### src/sspr_pkg.sv
// ----------------------------------------------------------------------------
// sspr_pkg: shared types and constants of the servo status packet receiver
// Commands, status codes, register indexes, channel words and the control
// and status groups between controller and datapath.
// ----------------------------------------------------------------------------
package sspr_pkg;

  localparam int MaxPacketDef = 16;
  localparam int MinPacket    = 6;
  localparam int LenOverhead  = 4;
  localparam logic [7:0] HeaderByte = 8'hFF;

  localparam int CfgIdxW  = 1;
  localparam int CfgDataW = 16;
  localparam logic [CfgIdxW-1:0] CfgTimeout = 1'b0;
  localparam logic [CfgIdxW-1:0] CfgReqZero = 1'b1;
  localparam logic [15:0] TimeoutReset = 16'd10;

  typedef enum logic [1:0] {
    CMD_ARM  = 2'd0,
    CMD_BYTE = 2'd1,
    CMD_TICK = 2'd2,
    CMD_NONE = 2'd3
  } cmd_e;

  typedef enum logic [1:0] {
    STS_OK       = 2'd0,
    STS_MISMATCH = 2'd1,
    STS_TIMEOUT  = 2'd2,
    STS_BAD_REQ  = 2'd3
  } status_e;

  typedef enum logic [2:0] {
    PH_IDLE    = 3'b001,
    PH_HUNT    = 3'b010,
    PH_COLLECT = 3'b100
  } phase_e;

  typedef enum logic [2:0] {
    CS_WAIT = 3'b001,
    CS_RD   = 3'b010,
    CS_LD   = 3'b100
  } ctrl_state_e;

  typedef struct packed {
    logic [1:0] command;
    logic [7:0] rx_byte;
    logic [7:0] servo_id;
    logic [7:0] expected_len;
  } in_word_t;

  typedef struct packed {
    logic [1:0] status;
    logic [7:0] device_error;
    logic       has_param;
    logic [5:0] param_index;
    logic [7:0] param_byte;
    logic       last;
  } out_word_t;

  typedef struct packed {
    logic step;
    logic load_param;
  } ctrl_cmd_t;

  typedef struct packed {
    logic burst_start;
    logic idx_last;
    logic out_free;
  } dp_sts_t;

endpackage

### src/sspr_if.sv
// ----------------------------------------------------------------------------
// sspr_if: valid/ready channels of the servo status packet receiver
// One interface for input words, one for result words.
// ----------------------------------------------------------------------------
interface sspr_in_if;
  import sspr_pkg::*;
  logic     valid;
  logic     ready;
  in_word_t data;
  modport source (output valid, output data, input ready);
  modport sink (input valid, input data, output ready);
endinterface

interface sspr_out_if;
  import sspr_pkg::*;
  logic      valid;
  logic      ready;
  out_word_t data;
  modport source (output valid, output data, input ready);
  modport sink (input valid, input data, output ready);
endinterface

### src/servo_status_packet_receiver.sv
// ----------------------------------------------------------------------------
// servo_status_packet_receiver: servo status packet receiver
// Checks a servo status packet fed one UART byte at a time and returns its
// parameter bytes with a status.
// ----------------------------------------------------------------------------
// Input channel item_i carries one word per arm command, received byte or
// millisecond tick. Result channel result_o carries status words; a good
// packet gives one word per parameter byte, the last one marked by last.
// The configuration port writes the timeout (index 0) and the zero device
// error requirement (index 1); the user writes them only while the block
// is idle, which the block itself does not enforce. A word that ends a
// request with a single result shows it on result_o the cycle after it is
// accepted. The final byte of a good packet with N parameters starts a
// burst of N words, each read from the parameter store (registered read)
// and then loaded; no input word is taken until the last of them is loaded.
// Input is taken only while the output register is empty or being drained,
// so a stalled receiver holds the block. Reset leaves the block idle with
// a timeout of 10 ticks and the zero error check on; no clearing pass.
// ----------------------------------------------------------------------------
module servo_status_packet_receiver #(
  parameter int MAX_PACKET = sspr_pkg::MaxPacketDef
) (
  input  logic                          clk_i,
  input  logic                          rst_ni,
  sspr_in_if.sink                       item_i,
  sspr_out_if.source                    result_o,
  input  logic                          cfg_we_i,
  input  logic [sspr_pkg::CfgIdxW-1:0]  cfg_idx_i,
  input  logic [sspr_pkg::CfgDataW-1:0] cfg_data_i
);
  import sspr_pkg::*;

  ctrl_cmd_t cmd;
  dp_sts_t   sts;

  sspr_ctrl u_ctrl (
    .clk_i      (clk_i),
    .rst_ni     (rst_ni),
    .in_valid_i (item_i.valid),
    .in_ready_o (item_i.ready),
    .sts_i      (sts),
    .cmd_o      (cmd)
  );

  sspr_dpath #(
    .MAX_PACKET (MAX_PACKET)
  ) u_dpath (
    .clk_i       (clk_i),
    .rst_ni      (rst_ni),
    .in_data_i   (item_i.data),
    .cmd_i       (cmd),
    .sts_o       (sts),
    .cfg_we_i    (cfg_we_i),
    .cfg_idx_i   (cfg_idx_i),
    .cfg_data_i  (cfg_data_i),
    .out_valid_o (result_o.valid),
    .out_ready_i (result_o.ready),
    .out_data_o  (result_o.data)
  );

endmodule

### src/sspr_ram.sv
// ----------------------------------------------------------------------------
// sspr_ram: generic RAM
// One write port, one read port with registered read data.
// ----------------------------------------------------------------------------
module sspr_ram #(
  parameter int WIDTH  = 8,
  parameter int DEPTH  = 10,
  parameter int ADDR_W = (DEPTH > 1) ? $clog2(DEPTH) : 1
) (
  input  logic              clk_i,
  input  logic              we_i,
  input  logic [ADDR_W-1:0] waddr_i,
  input  logic [WIDTH-1:0]  wdata_i,
  input  logic [ADDR_W-1:0] raddr_i,
  output logic [WIDTH-1:0]  rdata_o
);

  logic [WIDTH-1:0] mem_q [DEPTH];
  logic [WIDTH-1:0] rdata_q;

  always_ff @(posedge clk_i) begin
    if (we_i) begin
      mem_q[waddr_i] <= wdata_i;
    end
    rdata_q <= mem_q[raddr_i];
  end

  assign rdata_o = rdata_q;

endmodule

### src/sspr_ctrl.sv
// ----------------------------------------------------------------------------
// sspr_ctrl: controller of the servo status packet receiver
// Takes input words and sequences the parameter burst out of the store.
// ----------------------------------------------------------------------------
module sspr_ctrl (
  input  logic                clk_i,
  input  logic                rst_ni,
  input  logic                in_valid_i,
  output logic                in_ready_o,
  input  sspr_pkg::dp_sts_t   sts_i,
  output sspr_pkg::ctrl_cmd_t cmd_o
);
  import sspr_pkg::*;

  ctrl_state_e state_q, state_d;

  assign in_ready_o = (state_q == CS_WAIT) && sts_i.out_free;

  always_comb begin
    state_d          = state_q;
    cmd_o.step       = 1'b0;
    cmd_o.load_param = 1'b0;
    case (state_q)
      CS_WAIT: begin
        cmd_o.step = in_valid_i && sts_i.out_free;
        if (cmd_o.step && sts_i.burst_start) begin
          state_d = CS_RD;
        end
      end
      CS_RD: begin
        // read data shows up next cycle
        state_d = CS_LD;
      end
      CS_LD: begin
        if (sts_i.out_free) begin
          cmd_o.load_param = 1'b1;
          state_d = sts_i.idx_last ? CS_WAIT : CS_RD;
        end
      end
      default: begin
        state_d = CS_WAIT;
      end
    endcase
  end

  always_ff @(posedge clk_i or negedge rst_ni) begin
    if (!rst_ni) begin
      state_q <= CS_WAIT;
    end else begin
      state_q <= state_d;
    end
  end

endmodule

### src/sspr_dpath.sv
// ----------------------------------------------------------------------------
// sspr_dpath: datapath of the servo status packet receiver
// Packet state, checks, parameter store and the output register.
// ----------------------------------------------------------------------------
module sspr_dpath #(
  parameter int MAX_PACKET = sspr_pkg::MaxPacketDef
) (
  input  logic                          clk_i,
  input  logic                          rst_ni,
  input  sspr_pkg::in_word_t            in_data_i,
  input  sspr_pkg::ctrl_cmd_t           cmd_i,
  output sspr_pkg::dp_sts_t             sts_o,
  input  logic                          cfg_we_i,
  input  logic [sspr_pkg::CfgIdxW-1:0]  cfg_idx_i,
  input  logic [sspr_pkg::CfgDataW-1:0] cfg_data_i,
  output logic                          out_valid_o,
  input  logic                          out_ready_i,
  output sspr_pkg::out_word_t           out_data_o
);
  import sspr_pkg::*;

  localparam int ParamDepth = MAX_PACKET - MinPacket;
  localparam int StoreDepth = (ParamDepth > 0) ? ParamDepth : 1;
  localparam int AddrW      = (StoreDepth > 1) ? $clog2(StoreDepth) : 1;
  localparam int LenW       = $clog2(MAX_PACKET + 1);

  logic [15:0]      timeout_q;
  logic             req_zero_q;
  phase_e           phase_q, phase_d;
  logic             saw_ff_q, saw_ff_d;
  logic [15:0]      elapsed_q, elapsed_d;
  logic [LenW-1:0]  count_q, count_d;
  logic [7:0]       sum_q, sum_d;
  logic [7:0]       want_id_q, want_id_d;
  logic [LenW-1:0]  want_len_q, want_len_d;
  logic             header_ok_q, header_ok_d;
  logic [7:0]       err_q, err_d;
  logic [AddrW-1:0] idx_q, idx_d;
  logic             out_valid_q;
  out_word_t        out_q;

  logic             single;
  status_e          single_status;
  logic [7:0]       single_err;
  logic             burst;
  logic             we;
  logic [AddrW-1:0] waddr;
  logic [7:0]       rdata;
  logic [15:0]      elapsed_inc;
  logic             len_ok;
  logic             is_ff;
  logic             chk_byte;
  logic [7:0]       b;

  assign b           = in_data_i.rx_byte;
  assign elapsed_inc = (elapsed_q != 16'hFFFF) ? elapsed_q + 16'd1 : elapsed_q;
  assign len_ok      = (in_data_i.expected_len >= 8'(MinPacket)) &&
                       (in_data_i.expected_len <= 8'(MAX_PACKET));
  assign is_ff       = (b == HeaderByte);
  assign chk_byte    = (LenW'(count_q + LenW'(1)) >= want_len_q);
  assign waddr       = AddrW'(count_q - LenW'(5));

  always_comb begin
    phase_d       = phase_q;
    saw_ff_d      = saw_ff_q;
    elapsed_d     = elapsed_q;
    count_d       = count_q;
    sum_d         = sum_q;
    want_id_d     = want_id_q;
    want_len_d    = want_len_q;
    header_ok_d   = header_ok_q;
    err_d         = err_q;
    single        = 1'b0;
    single_status = STS_OK;
    single_err    = err_q;
    burst         = 1'b0;
    we            = 1'b0;
    if (cmd_i.step) begin
      case (cmd_e'(in_data_i.command))
        CMD_ARM: begin
          if (!len_ok) begin
            phase_d       = PH_IDLE;
            single        = 1'b1;
            single_status = STS_BAD_REQ;
            single_err    = 8'd0;
          end else begin
            want_id_d   = in_data_i.servo_id;
            want_len_d  = LenW'(in_data_i.expected_len);
            elapsed_d   = 16'd0;
            saw_ff_d    = 1'b0;
            count_d     = '0;
            sum_d       = 8'd0;
            header_ok_d = 1'b1;
            err_d       = 8'd0;
            phase_d     = PH_HUNT;
          end
        end
        CMD_TICK: begin
          if (phase_q != PH_IDLE) begin
            elapsed_d = elapsed_inc;
            if (elapsed_inc >= timeout_q) begin
              phase_d       = PH_IDLE;
              single        = 1'b1;
              single_status = STS_TIMEOUT;
            end
          end
        end
        CMD_BYTE: begin
          if (phase_q == PH_HUNT) begin
            if (saw_ff_q && is_ff) begin
              phase_d  = PH_COLLECT;
              count_d  = LenW'(2);
              sum_d    = 8'd0;
              saw_ff_d = 1'b0;
            end else begin
              saw_ff_d = is_ff;
            end
          end else if (phase_q == PH_COLLECT) begin
            if (chk_byte) begin
              phase_d = PH_IDLE;
              if (!header_ok_q || (~sum_q != b)) begin
                single        = 1'b1;
                single_status = STS_MISMATCH;
              end else if (want_len_q == LenW'(MinPacket)) begin
                single = 1'b1;
              end else begin
                burst = 1'b1;
              end
            end else begin
              sum_d = sum_q + b;
              if (count_q == LenW'(2)) begin
                if (b != want_id_q) begin
                  header_ok_d = 1'b0;
                end
              end else if (count_q == LenW'(3)) begin
                if (b != (8'(want_len_q) - 8'(LenOverhead))) begin
                  header_ok_d = 1'b0;
                end
              end else if (count_q == LenW'(4)) begin
                err_d = b;
                if (req_zero_q && (b != 8'd0)) begin
                  header_ok_d = 1'b0;
                end
              end else begin
                we = (count_q < LenW'(MAX_PACKET - 1));
              end
              count_d = LenW'(count_q + LenW'(1));
            end
          end
        end
        default: begin
        end
      endcase
    end
  end

  always_comb begin
    idx_d = idx_q;
    if (cmd_i.step) begin
      idx_d = '0;
    end else if (cmd_i.load_param) begin
      idx_d = AddrW'(idx_q + AddrW'(1));
    end
  end

  assign sts_o.burst_start = burst;
  assign sts_o.idx_last    = (idx_q == AddrW'(want_len_q - LenW'(MinPacket + 1)));
  assign sts_o.out_free    = !out_valid_q || out_ready_i;

  sspr_ram #(
    .WIDTH (8),
    .DEPTH (StoreDepth)
  ) u_store (
    .clk_i   (clk_i),
    .we_i    (we),
    .waddr_i (waddr),
    .wdata_i (b),
    .raddr_i (idx_q),
    .rdata_o (rdata)
  );

  always_ff @(posedge clk_i or negedge rst_ni) begin
    if (!rst_ni) begin
      timeout_q   <= TimeoutReset;
      req_zero_q  <= 1'b1;
      phase_q     <= PH_IDLE;
      saw_ff_q    <= 1'b0;
      elapsed_q   <= 16'd0;
      count_q     <= '0;
      sum_q       <= 8'd0;
      want_id_q   <= 8'd0;
      want_len_q  <= '0;
      header_ok_q <= 1'b1;
      err_q       <= 8'd0;
      idx_q       <= '0;
      out_valid_q <= 1'b0;
    end else begin
      if (cfg_we_i) begin
        case (cfg_idx_i)
          CfgTimeout: timeout_q  <= cfg_data_i;
          CfgReqZero: req_zero_q <= cfg_data_i[0];
          default: begin
          end
        endcase
      end
      phase_q     <= phase_d;
      saw_ff_q    <= saw_ff_d;
      elapsed_q   <= elapsed_d;
      count_q     <= count_d;
      sum_q       <= sum_d;
      want_id_q   <= want_id_d;
      want_len_q  <= want_len_d;
      header_ok_q <= header_ok_d;
      err_q       <= err_d;
      idx_q       <= idx_d;
      if (single || cmd_i.load_param) begin
        out_valid_q <= 1'b1;
      end else if (out_ready_i) begin
        out_valid_q <= 1'b0;
      end
    end
  end

  // hold the word until a new one is loaded
  always_ff @(posedge clk_i) begin
    if (single) begin
      out_q.status       <= single_status;
      out_q.device_error <= single_err;
      out_q.has_param    <= 1'b0;
      out_q.param_index  <= 6'd0;
      out_q.param_byte   <= 8'd0;
      out_q.last         <= 1'b1;
    end else if (cmd_i.load_param) begin
      out_q.status       <= STS_OK;
      out_q.device_error <= err_q;
      out_q.has_param    <= 1'b1;
      out_q.param_index  <= 6'(idx_q);
      out_q.param_byte   <= rdata;
      out_q.last         <= sts_o.idx_last;
    end
  end

  assign out_valid_o = out_valid_q;
  assign out_data_o  = out_q;

endmodule

### src/flat_wrapper.sv
// flat-port wrapper written by rule: the top's interface ports become plain ports
module servo_status_packet_receiver_flat import sspr_pkg::*;
#(
  parameter int MAX_PACKET = sspr_pkg::MaxPacketDef
)
  (clk_i, rst_ni, cfg_we_i, cfg_idx_i, cfg_data_i, item_i_valid, item_i_data, item_i_ready, result_o_valid, result_o_data, result_o_ready);
  sspr_in_if item_i_i ();
  sspr_out_if result_o_i ();
  input  logic clk_i;
  input  logic rst_ni;
  input  logic cfg_we_i;
  input  logic [sspr_pkg::CfgIdxW-1:0] cfg_idx_i;
  input  logic [sspr_pkg::CfgDataW-1:0] cfg_data_i;
  input wire logic [$bits(item_i_i.valid)-1:0] item_i_valid;
  input wire logic [$bits(item_i_i.data)-1:0] item_i_data;
  output wire logic [$bits(item_i_i.ready)-1:0] item_i_ready;
  output wire logic [$bits(result_o_i.valid)-1:0] result_o_valid;
  output wire logic [$bits(result_o_i.data)-1:0] result_o_data;
  input wire logic [$bits(result_o_i.ready)-1:0] result_o_ready;
  assign item_i_i.valid = item_i_valid;
  assign item_i_i.data = item_i_data;
  assign item_i_ready = item_i_i.ready;
  assign result_o_valid = result_o_i.valid;
  assign result_o_data = result_o_i.data;
  assign result_o_i.ready = result_o_ready;
  servo_status_packet_receiver #(.MAX_PACKET(MAX_PACKET)) u_core (.clk_i(clk_i), .rst_ni(rst_ni), .item_i(item_i_i), .result_o(result_o_i), .cfg_we_i(cfg_we_i), .cfg_idx_i(cfg_idx_i), .cfg_data_i(cfg_data_i));
endmodule
### config.mk
export PLATFORM = sky130hd
export DESIGN_NAME = servo_status_packet_receiver_flat
export DESIGN_NICKNAME = d
export VERILOG_FILES = /design/src/sspr_pkg.sv /design/src/sspr_if.sv /design/src/servo_status_packet_receiver.sv /design/src/sspr_ram.sv /design/src/sspr_ctrl.sv /design/src/sspr_dpath.sv /design/src/flat_wrapper.sv
export SDC_FILE = /design/constraint.sdc
export NUM_CORES = 1
export LEC_CHECK = 0
export BUFFER_PORTS_ARGS = -buffer_cell sky130_fd_sc_hd__buf_2
export CORE_MARGIN = 2
export CORE_UTILIZATION = 65
export CTS_CLUSTER_SIZE = 12
export DETAILED_ROUTE_END_ITERATION = 12
export PLACE_DENSITY = 0.85
export SYNTH_ARGS = -nofsm -noshare
export SYNTH_HDL_FRONTEND = slang
export SYNTH_HIERARCHICAL = 1
export SYNTH_SLANG_ARGS = --single-unit
### constraint.sdc
create_clock -name clk_i -period 9.91 [get_ports clk_i]
set_input_delay 1.982 -clock clk_i [delete_from_list [all_inputs] [get_ports clk_i]]
set_output_delay 1.982 -clock clk_i [all_outputs]
set_load 0.01 [all_outputs]
# After elaboration in Yosys (flattened, before gate mapping)

Memories as Yosys holds them, arrays and structs flattened. A register that Yosys moved wholly into a read port is not among the register bits.
Index checks and enable logic that the tools add are counted.

Register bits after elaboration: 104
Memory bits (writable): 80
Input bits: 48
Output and inout port bits: 28
Word-level logic and storage cells: 200
Memories kept: 1

Memories:

| name                         | words | bits a word | read ports | clocked after Yosys merged registers in | write ports | line           | text |
|---|---|---|---|---|---|---|---|
| u_core.u_dpath.u_store.mem_q | 10    | 8           | 1          | 1                                       | 1           | sspr_ram.sv:18 | `logic [WIDTH-1:0] mem_q [DEPTH];` |

Eq/ne operators: 38
Reductions and logical operators: 29
Magnitude comparators: 5
Mux-type cells: 98
$add $sub $neg: 7
Bitwise gates (word level): 2

Operators with widths:

| operator                                            | count |
|---|---|
| 2-to-1 mux 8 bit                                    | 14 |
| 2-to-1 mux 26 bit                                   | 2 |
| 2-to-1 mux 1 bit                                    | 48 |
| 2-to-1 mux 16 bit                                   | 3 |
| one-hot mux 16 bit (2 select lines)                 | 1 |
| one-hot mux 8 bit (2 select lines)                  | 2 |
| 2-to-1 mux 5 bit                                    | 5 |
| 2-to-1 mux 3 bit                                    | 8 |
| inequality test 8 bit                               | 3 |
| inequality test 2 bit, second input constant        | 11 |
| one-hot mux 3 bit (3 select lines)                  | 2 |
| adder 16 x 1 -> 16 bit, second input constant       | 1 |
| greater-or-equal comparator 16 bit                  | 1 |
| inequality test 16 bit, second input constant       | 1 |
| inequality test 3 bit, second input constant        | 5 |
| 2-to-1 mux 2 bit                                    | 6 |
| inequality test 4 bit, second input constant        | 3 |
| equality test 5 x 2 -> 1 bit, second input constant | 2 |
| equality test 5 x 3 -> 1 bit, second input constant | 2 |
| one-hot mux 5 bit (2 select lines)                  | 1 |
| AND reduction 10 bit                                | 1 |
| nonzero test 2 bit                                  | 5 |
| AND reduction 9 bit                                 | 1 |
| adder 8 bit                                         | 1 |
| 34 further kinds                                    | 50 |

# Depth between registers and ports, before layout

Gate-level depths: netlist of run 1.

Depth after elaboration: 12
Mapped depth: 15
Gate-level depth less buffers: 13

# Hierarchy

Netlist of run 1, hierarchy kept.

Modules (own cells, without submodules):

| module     | area each (um^2) | cells an instance | times used | sequential area each (um^2) |
|---|---|---|---|---|
| sspr_dpath | 5940.7           | 614               | 1          | 2513.7 |
| sspr_ram   | 3402.0           | 189               | 1          | 2562.5 |
| sspr_ctrl  | 175.2            | 17                | 1          | 76.3 |

# Worst setup path after synthesis of run 1

No wires, ideal clock.

Path type: input-to-reg
From: input result_o_ready
To: memory u_core.u_dpath.u_store.mem_q[0][0] (enable)
Slack: 5.054 ns
Setup time: 0.383 ns
Arrival: 4.472 ns
Stages on the path: 9
Path buffers: 1
Path through: nand2b_1 -> and4bb_2 -> and2_2 -> clkbuf_1 -> nor3b_1 -> o2111ai_1 -> nor3_1 -> or3b_2 -> nor3_1

RTL lines:

| item        | line               | text |
|---|---|---|
| from (decl) | flat_wrapper.sv:19 | `input wire logic [$bits(result_o_i.ready)-1:0] result_o_ready;` |
| to (decl)   | sspr_ram.sv:18     |  |

# Worst setup path after layout of run 1

From: register u_core.u_dpath.elapsed_q[4]
To: register u_core.u_dpath.out_q, in the netlist u_core/u_dpath/out_data_o[25] (enable)

Word-level cells in the longest chain between the ends: 8
Elaborated cells on any way between the ends: 9
Classes of those cells: add/sub (1); order compare (1); eq/ne (1); mux (5); reduce/logical (1)

RTL lines:

| item                                                             | line              | text |
|---|---|---|
| from (decl)                                                      | sspr_dpath.sv:31  | `logic [15:0] elapsed_q, elapsed_d;` |
| from (signal assigned)                                           | sspr_dpath.sv:208 | `elapsed_q <= elapsed_d;` |
| adder 16 x 1 -> 16 bit or inequality test 16 bit (tied branches) | sspr_dpath.sv:56  | `assign elapsed_inc = (elapsed_q != 16'hFFFF) ? elapsed_q + 16'd1 : elapsed_q;` |
| 2-to-1 mux 16 bit (*)                                            | sspr_dpath.sv:56  |  |
| greater-or-equal comparator 16 bit (*)                           | sspr_dpath.sv:101 | `if (elapsed_inc >= timeout_q) begin` |
| 2-to-1 mux 1 bit (*)                                             | sspr_dpath.sv:101 |  |
| 2-to-1 mux 1 bit (*)                                             | sspr_dpath.sv:99  | `if (phase_q != PH_IDLE) begin` |
| one-hot mux 1 bit (3 select lines) (*)                           | sspr_dpath.sv:79  | `case (cmd_e'(in_data_i.command))` |
| 2-to-1 mux 1 bit (*)                                             | sspr_dpath.sv:78  | `if (cmd_i.step) begin` |
| nonzero test 2 bit (no source line) (*)                          | n/a               |  |
| to (decl)                                                        | sspr_dpath.sv:40  | `out_word_t out_q;` |

Mark *: on every way between the ends. The rest lies on a longest branch, timed or not.
A chain may end at the register's enable or synchronous reset.

==> reports/summary.md, run 1 <==
The run finished with clean final reports. The fraction of registers with async set or reset after synthesis was 0.417; the wire length per cell was 18.7 um. The aggregate global-route resource usage was 0.264; the iteration count of the initial detailed-routing pass was 5.

Subtracting the final worst setup slack from the clock period gives 4.90 ns. STA classifies the critical path startpoint as a flip-flop. The width of the die is 125 um.

The number of standard cells in the layout, taps in and fillers out came out at 1083. The first global-routing pass estimated 32.3 mm of wire. After detailed routing, the number of remaining DRC violations is 0.

The portion of synthesized cell area occupied by the leading cell type is 0.284. The routed design has 20.2 mm of wire. Compared with the post-synthesis result, the final layout area differs by 11.2%. Counting tap cells, the placed design contains a total of 1051 instances. The actual transition at the worst max-transition pin is 1.15 ns, and the worst-case headroom to the max-slew limit is 0.231.

The number of setup buffers added after CTS is 0. In this run, the number of DRC markers left after iteration 0 of detailed routing was 694. The final-report max-slew violation count came out at 0. The repair_antennas step left the layout with diodes totalling 0. The count of nets left with antenna violations once routing finished came out at 0. For the residual overflow from global routing, the log shows 0. The total CTS buffers was 17; the share of cells above drive strength 1 was 0.184.

The hold violation total from the final report was 0; the die boundary height was 125 um. TritonCTS built the clock tree. The H-tree generated during clock tree synthesis spans 4 levels. Entering global routing, the biggest net connects 81 pins.

The number of port buffers works out to 73. Setup repair after global routing left no endpoint under its margin. For the worst setup path, the data arrival time is 5.03 ns.

The worst hold-check path type is reg2reg. The total I/O pin count was 76. The leading cell type in the layout, fill and taps excluded is sky130_fd_sc_hd__edfxtp_1.

Clock-pin slew was measured on the worst setup and hold paths at 0.07 ns. STA puts the critical path data required time at 10.04 ns. Clock tree synthesis found a total of 192 sinks. In this run the mean area of a mapped cell was 11.6 um^2. The most frequently used flop master after synthesis is sky130_fd_sc_hd__edfxtp_1. The synthesized design contains 90 enable-type register cells. Summing all multi-input logic gate instances after layout gives 4040 um^2. The count of hold-fix buffers inserted at cts was 0.

The logs give 0.541 for the sequential fraction of the synthesis area and 6648 for the total via count in the routed design. After floorplanning, the core was sized to cover 14400 um^2. In the synthesized netlist, the number of instances is 820.

Yosys printed 6 warnings. Yosys attributes the largest share of cell area to sky130_fd_sc_hd__edfxtp_1 28%, sky130_fd_sc_hd__dfrtp_1 19%, sky130_fd_sc_hd__ha_1 5.7%. The synthesized netlist occupies a cell area of 9520 um^2. The logs give 0 for the initial antenna violation count and 0 for the number of gates given a new drive strength after cts. In the layout the commonest cells are 90 x sky130_fd_sc_hd__edfxtp_1, 73 x sky130_fd_sc_hd__dfrtp_1, 72 x sky130_fd_sc_hd__buf_2. For this run, the post-layout net count is 978. The total power divided by cell area is 164 nW/um^2, and the total negative slack is 0 ns. Counting flops and latches in the post-synthesis netlist gives 192. The logs give 0.660 for the initial cell density of the core and 44 for the placement row count. The biggest area contributor in the post-synthesis netlist is sky130_fd_sc_hd__edfxtp_1. The share of the clock period used by the worst path came out at 0.495. The filler cell count in the final layout is 964, and the leakage component of the power is 4.33 nW.

The die area was 15600 um^2; the via count of the first global-routing pass was 6342. The tree is rooted in a sky130_fd_sc_hd__clkbuf_16. Setup violations remaining at the end of the flow were counted as 0. Once detailed placement completed, the half-perimeter wirelength came to 13.7 mm.

Using the TritonRoute via totals, the vias-per-cell ratio works out to 6.14. Max-cap violations in this run came to 0. Synthesis instantiated 76 different standard cells from the library. The later pin in the worst-skew pair is clocked with a latency of 0.44 ns.

The area taken by flip-flops and latches was 5150 um^2. For the largest buffer count on any clock path, the log shows 2. Class of the most critical setup path: reg2reg. The fmax is 204 MHz. The run gives 0.119 mV as the maximum VDD drop. At the end of routability-driven placement, the weighted congestion stood at 0.930. Clock skew on the completed layout was measured at 0.00787 ns. Category of the worst setup path capture point: a flip-flop.

The maximum fanout encountered on the critical timing path is 16.
layer usage:
metal / wire length [um] / GRT usage
met1: 8760 / 0.365
met2: 9710 / 0.423
met3: 1470 / 0.0578
met4: 288 / 0.0850
met5: 0 / 0
final timing paths:
check	from	end	slack (ns)	cells past startpoint
hold / removal	u_core/u_dpath/out_data_o[15]	u_core/u_dpath/out_data_o[15]	0.47	2
setup / recovery	u_core/u_dpath/elapsed_q[4]	u_core/u_dpath/out_data_o[25]	5.01	12
min in group asynchronous	rst_ni	u_core/u_dpath/out_valid_o	1.71	1
setup reg to reg	u_core/u_dpath/elapsed_q[4]	u_core/u_dpath/out_data_o[25]	5.01	12
hold reg to reg	u_core/u_dpath/out_data_o[15]	u_core/u_dpath/out_data_o[15]	0.47	2
max in group asynchronous	rst_ni	u_core/u_dpath/idx_q[0]	7.52	1
state kept, by name, summed over array words and instances (netlist names):
register	flops
u_core/u_dpath/u_store/mem_q	80
u_core/u_dpath/out_data_o	24
u_core/u_dpath/elapsed_q	16
u_core/u_dpath/timeout_q	16
u_core/u_dpath/err_q	8
u_core/u_dpath/sum_q	8
u_core/u_dpath/u_store/rdata_o	8
u_core/u_dpath/want_id_q	8
u_core/u_dpath/count_q	5
u_core/u_dpath/want_len_q	5
u_core/u_dpath/idx_q	4
u_core/u_ctrl/state_q	3
u_core/u_dpath/phase_q	3
u_core/u_dpath/header_ok_q	1
u_core/u_dpath/out_valid_o	1
u_core/u_dpath/req_zero_q	1
u_core/u_dpath/saw_ff_q	1
critical path: stages (launching register included):
cell and delay (ns):
sky130_fd_sc_hd__dfrtp_1 0.47, sky130_fd_sc_hd__and4_1 0.29, sky130_fd_sc_hd__nand3_1 0.17, sky130_fd_sc_hd__o31ai_1 0.72, sky130_fd_sc_hd__nor2_1 0.18, sky130_fd_sc_hd__xor2_1 0.20
sky130_fd_sc_hd__ha_1 0.32, sky130_fd_sc_hd__nand2_1 0.07, sky130_fd_sc_hd__or3_1 0.37, sky130_fd_sc_hd__nor4_1 0.53, sky130_fd_sc_hd__o311ai_1 0.22, sky130_fd_sc_hd__o21ai_1 0.64
sky130_fd_sc_hd__or2_2 0.40
report_power, final:
part | switching, mW | internal [mW] | leakage [nW] | total, mW
clock | 0.320 | 0.388 | 0.314 | 0.708
sequential | 0.0205 | 0.859 | 2.04 | 0.879
combinational | 0.0890 | 0.0626 | 1.98 | 0.152
total | 0.429 | 1.31 | 4.33 | 1.74
cells in the mapped netlist, drive strengths merged, types with 7 or more instances:
cell type and instances:
edfxtp 90, nand3 22, ha 43, nor3 11, a22o 27, o22ai 10
a31oi 10, nor2 52, o21ai 43, nor4 7, nand2 69, dfxtp 22
clkbuf 11, nand2b 15, and2 10, o31ai 12, mux2 39, inv 35
a21oi 34, nand4 7, dfrtp 74, xor2 14, xnor2 31, buf 19
mux2i 31
metrics by stage:
stage / power [mW] / cell area, um^2 / utilization / hold slack, ns / worst slack [ns]
final: 1.74 / 10600 / 0.734 / 0.470 / 5.01
after floorplan: 0.988 / 9520 / - / 0.441 / 5.05
after global placement: 1.04 / 9950 / 0.690 / 0.439 / 4.80
after CTS: 1.75 / 10600 / 0.734 / 0.476 / 5.10
after global routing: 1.80 / 10600 / 0.734 / 0.501 / 4.73
after detailed placement: 1.04 / 9950 / 0.690 / 0.458 / 4.69
area by class of cell:
class,instances,area share
inverters,35,0.0124
flip-flops and latches,192,0.487
repair buffers,76,0.0369
well taps,184,0.0218
clock buffers,21,0.0486
clock inverters,11,0.0115
multi-input cells,564,0.382
logic make-up (layout without fill, tap and decap cells):
group | after synthesis | count (layout) | synth area share
xor+xnor | 45 | 45 | 0.0414
compound gates | 167 | 167 | 0.117
simple gates | 236 | 236 | 0.128
mux | 70 | 70 | 0.0787
other cells | 1 | 2 | 0.000394
buf+inv | 65 | 143 | 0.0346
flops | 192 | 192 | 0.541
fa+ha+maj | 44 | 44 | 0.0586
Note: power is estimated with default switching activity, not from simulation.
==> run 2, diff against run 1 <==
Settings changed: ABC_AREA from default to 1, CORE_UTILIZATION 65 to 55, PLACE_DENSITY 0.85 to 0.77.
Clock period 9.91 ns to 4.3 ns, I/O delays scaled along.
==> reports/summary.md, run 2 <==
For the worst setup slack after placement, the log shows 0.654 ns (-4.04 ns). The tools report the worst flop-to-flop path startpoint as u_core/u_dpath/elapsed_q[0]. The number of cells traversed by the worst register-to-register path was 19 (+7).

The total negative slack is 0 ns (unchanged), and the average size of a mapped cell is 8.74 um^2 (-25%). For the post-CTS setup-driven buffer insertion count, the log shows 0 (unchanged). Yosys attributes the largest share of cell area to sky130_fd_sc_hd__edfxtp_1 26%, sky130_fd_sc_hd__dfrtp_1 18%, sky130_fd_sc_hd__nand2_1 11%. The tools report the number of nets with antenna violations after detailed routing as 0 (unchanged). The final weighted congestion in routability-driven placement was 0.891 (-4.2%). The class of the most critical setup path is reg2reg. The multi-input logic area is 4220 um^2 (+4.4%). Leaving out fill and tap cells, the most frequent cells in the layout are 294 x sky130_fd_sc_hd__nand2_1, 178 x sky130_fd_sc_hd__inv_1, 90 x sky130_fd_sc_hd__edfxtp_1. The final design instance area without fill came out at 11400 um^2 (+7.4%). The total via count in the routed design is 8035 (+21%). Kind of start point of the critical path: a flip-flop. The logs give 0.61 ns (-4.39 ns) for the register-to-register setup slack and 53 (-30%) for the distinct cell type count of the synthesized netlist.

The leading cell type in the layout, fill and taps excluded is sky130_fd_sc_hd__nand2_1. The largest register by flop count was u_core/u_dpath/u_store/mem_q. The total CTS buffers is 17 (unchanged). The count of final setup violators was 0 (unchanged). Last element of the critical path: u_core/u_dpath/out_data_o[20].

The flip-flop count of the largest register, all copies and words added was 80 (unchanged); the largest buffer count on any clock path was 2 (unchanged). The number of remaining DRC errors is 0 (unchanged), and the sum of net half-perimeters after detailed placement is 16.0 mm (+17%). The via count of the first global-routing pass is 7572 (+19%). The logs give 1340 (+37%) for the final-stage net count and 20000 um^2 (+28%) for the die area. The tools report the filler cell count in the final layout as 1569 (+63%). The share of cells above drive strength 1 came out at 0.145 (-0.0384). The portion of synthesized cell area occupied by the leading cell type is 0.260 (-0.0235), and the post-layout utilization of the core is 0.612 (-0.122). The number of gates given a new drive strength after cts was 0 (unchanged); the post-synthesis cell area was 10400 um^2 (+9.0%). The placeable core region was 18600 um^2 (+29%). The clock transition at the registers of the reported paths was 0.08 ns (about the same).

The antenna diode count is 0 (unchanged). The area taken by flip-flops and latches came out at 5150 um^2 (about the same). After synthesis, the most frequently instantiated cells are 294 x sky130_fd_sc_hd__nand2_1, 178 x sky130_fd_sc_hd__inv_1, 90 x sky130_fd_sc_hd__edfxtp_1.

The logs give 0.558 (-0.101) for the initial cell density of the core and 10800 um^2 (+8.5%) for the post-place instance area. Width of the die: 141 um (+13%). The routed metal-1 wirelength is 10.2 mm (+17%). For this run, the leading register cell type out of synthesis is sky130_fd_sc_hd__edfxtp_1.

The synthesized instance count was 1187 (+45%). The worst hold margin was 0.465 ns (-0.00521 ns); the sink count of the clock tree was 192 (unchanged). For the CTS H-tree depth, the log shows 4 (unchanged). The setup clock skew after layout was 0.0107 ns (+0.00281 ns); the residual overflow from global routing was 0 (unchanged).

The overall power of the completed layout was 4.33 mW (+150%). The worst setup path is captured at a flip-flop. For the clock network latency to the later pin of the worst-skew pair, the log shows 0.43 ns (about the same).

The iteration count of the initial detailed-routing pass is 6 (+1), and the initial antenna violation count is 0 (unchanged). Setup repair after global routing left no endpoint under its margin. The leakage component of the power was 5.47 nW (+26%); the first-pass GRT wire length was 37.5 mm (+16%).

The logs give 0.238 (-0.0260) for the aggregate global-route resource usage and 81 (unchanged) for the maximum number of pins on one net before global-route repair. The logs give 776 (+12%) for the count of routing violations after the opening detailed-route iteration and 76 (unchanged) for the total I/O pin count. The run finished with clean final reports. The final-report max-slew violation count is 0 (unchanged).

The total length of routed met3 wires was 1.11 mm (-24%); the maximum fanout encountered on the critical timing path was 22 (+6). The wire length per cell works out to 15.6 um (-17%). The run gives 0.310 mV (+160%) as the maximum VDD drop.

Total power divided by cell area: 381 nW/um^2 (+130%). The final period demand of the worst path came out at 3.69 ns (-1.22 ns). The tools report the hold violation total from the final report as 0 (unchanged). The die boundary height was 141 um (+13%). In the post-synthesis netlist, the cell with the most instances is sky130_fd_sc_hd__nand2_1.

The worst-case headroom to the max-slew limit was 0.311 (+0.0800). The fraction of registers with async set or reset after synthesis is 0.417 (unchanged). Compared with the post-synthesis result, the final layout area differs by 9.59%. For the placement row count, the log shows 50 (+14%). The number of port buffers came out at 73 (unchanged). The start point of the critical path was u_core/u_dpath/elapsed_q[0].

The actual transition at the worst max-transition pin was 1.03 ns (-0.111 ns). The run gives 11.4 mm (+18%) as the met2 layer wire length in the routed design. The worst hold-check path type was reg2reg.

The logs give 0 (unchanged) for the count of hold-fix buffers inserted at cts and 1463 (+39%) for the total placed cells including tap cells. Biggest area consumer among synthesized cells: sky130_fd_sc_hd__edfxtp_1. TritonCTS built the clock tree.

The endpoint identified for the worst register-to-register timing path is u_core/u_dpath/out_data_o[20]. The number of standard cells in the layout, taps in and fillers out was 1495 (+38%); the number of max-cap violations was 0 (unchanged). The post-layout worst setup margin was 0.610 ns (-4.39 ns); the post-detailed-route via-to-cell ratio was 5.37 (-12%).

The sequential fraction of the synthesis area was 0.497 (-0.0447). Number of synthesized flops with an enable pin: 90 (unchanged). The run gives 3.78 ns (-1.25 ns) as the data arrival time of the worst path. Top metal layer carrying routed signals: met4. The tools report the number of warnings printed during yosys synthesis as 6 (unchanged).

The cell sitting at the root of the clock tree is a sky130_fd_sc_hd__clkbuf_16. The post-synthesis sequential element count is 192 (unchanged), and the total routed wirelength is 23.3 mm (+15%). The fmax was 271 MHz (+33%); the required time reported for the critical path endpoint was 4.39 ns (-5.65 ns).

Share of the clock period used by the worst path: 0.858 (+0.363).
-- run 2: cell types whose count changed after synthesis, moves of 12 or more --
cell / before / now
sky130_fd_sc_hd__nand2_1: 69 / 294
sky130_fd_sc_hd__inv_1: 35 / 178
sky130_fd_sc_hd__nand3_1: 21 / 86
sky130_fd_sc_hd__mux2_2: 36 / 0
sky130_fd_sc_hd__nor2_1: 51 / 82
sky130_fd_sc_hd__a22o_1: 27 / 0
sky130_fd_sc_hd__xnor2_1: 31 / 9
sky130_fd_sc_hd__mux2i_1: 31 / 11
sky130_fd_sc_hd__o21ai_2: 0 / 17
sky130_fd_sc_hd__a21oi_1: 34 / 49
sky130_fd_sc_hd__nand2_2: 0 / 15
sky130_fd_sc_hd__nand2b_1: 15 / 0
sky130_fd_sc_hd__o21ai_0: 36 / 49
sky130_fd_sc_hd__buf_6: 3 / 15
-- run 2: power breakdown --
group	internal (mW)	leakage, nW	switching, mW
sequential	2.02	1.98	0.0770
clock	0.870	0.275	0.714
combinational	0.234	3.21	0.411
-- run 2: per-layer routing --
metal	up-vias	global-route usage
met5	-	0
li1	3961	-
met2	246	0.398
met1	3789	0.316
met4	0	0.0884
met3	39	0.0375
-- run 2: layout make-up --
type	instances	area share
inverters	182	0.0605
clock buffers	19	0.0381
repair buffers	82	0.0383
multi-input cells	773	0.371
clock inverters	13	0.0132
well taps	234	0.0258
flip-flops and latches	192	0.453
-- run 2: how the worst min path moves through the flow --
| stage | slack, ns | depth (start not counted) | end | from |
|---|---|---|---|---|
| 2_1_floorplan | 0.43 | 2 | u_core/u_dpath/u_store/rdata_o[0] | u_core/u_dpath/u_store/mem_q[9][0] |
| 3_3_place_gp | 0.44 | 2 | u_core/u_dpath/u_store/rdata_o[4] | u_core/u_dpath/u_store/mem_q[9][4] |
| 6_report | 0.47 | 2 | u_core/u_dpath/u_store/rdata_o[2] | u_core/u_dpath/u_store/mem_q[9][2] |
| 3_5_place_dp | 0.45 | 2 | u_core/u_dpath/u_store/rdata_o[2] | u_core/u_dpath/u_store/mem_q[9][2] |
| 4_1_cts | 0.46 | 2 | u_core/u_dpath/u_store/rdata_o[2] | u_core/u_dpath/u_store/mem_q[9][2] |
| 5_1_grt | 0.50 | 2 | u_core/u_dpath/u_store/rdata_o[2] | u_core/u_dpath/u_store/mem_q[9][2] |
-- run 2: critical path, cell delays in order (launching register included) --
cell	delay [ns]
sky130_fd_sc_hd__dfrtp_1	0.43
sky130_fd_sc_hd__ha_1	0.26
sky130_fd_sc_hd__and3_1	0.23
sky130_fd_sc_hd__nand2_1	0.11
sky130_fd_sc_hd__nor2_2	0.08
sky130_fd_sc_hd__inv_1	0.29
sky130_fd_sc_hd__o21ai_0	0.23
sky130_fd_sc_hd__ha_1	0.34
sky130_fd_sc_hd__nand2_1	0.06
sky130_fd_sc_hd__inv_1	0.03
sky130_fd_sc_hd__nand2_1	0.05
sky130_fd_sc_hd__nand2_1	0.04
sky130_fd_sc_hd__nand2_1	0.05
sky130_fd_sc_hd__nand2_1	0.09
sky130_fd_sc_hd__nand2_1	0.09
sky130_fd_sc_hd__nand2_1	0.05
sky130_fd_sc_hd__nand2_1	0.11
sky130_fd_sc_hd__nand3_4	0.23
sky130_fd_sc_hd__nand2_2	0.26
sky130_fd_sc_hd__nand2_1	0.31
-- run 2: logic make-up after synthesis --
group | count (synthesis) | synth area share
and+or+nand+nor | 545 | 0.237
buffers and inverters | 223 | 0.0974
DFF | 192 | 0.497
AOI/OAI and AO/OA | 141 | 0.0785
adders and majority gates | 44 | 0.0538
xor gates and xnor gates | 30 | 0.0253
muxes | 11 | 0.0106
other | 1 | 0.000361
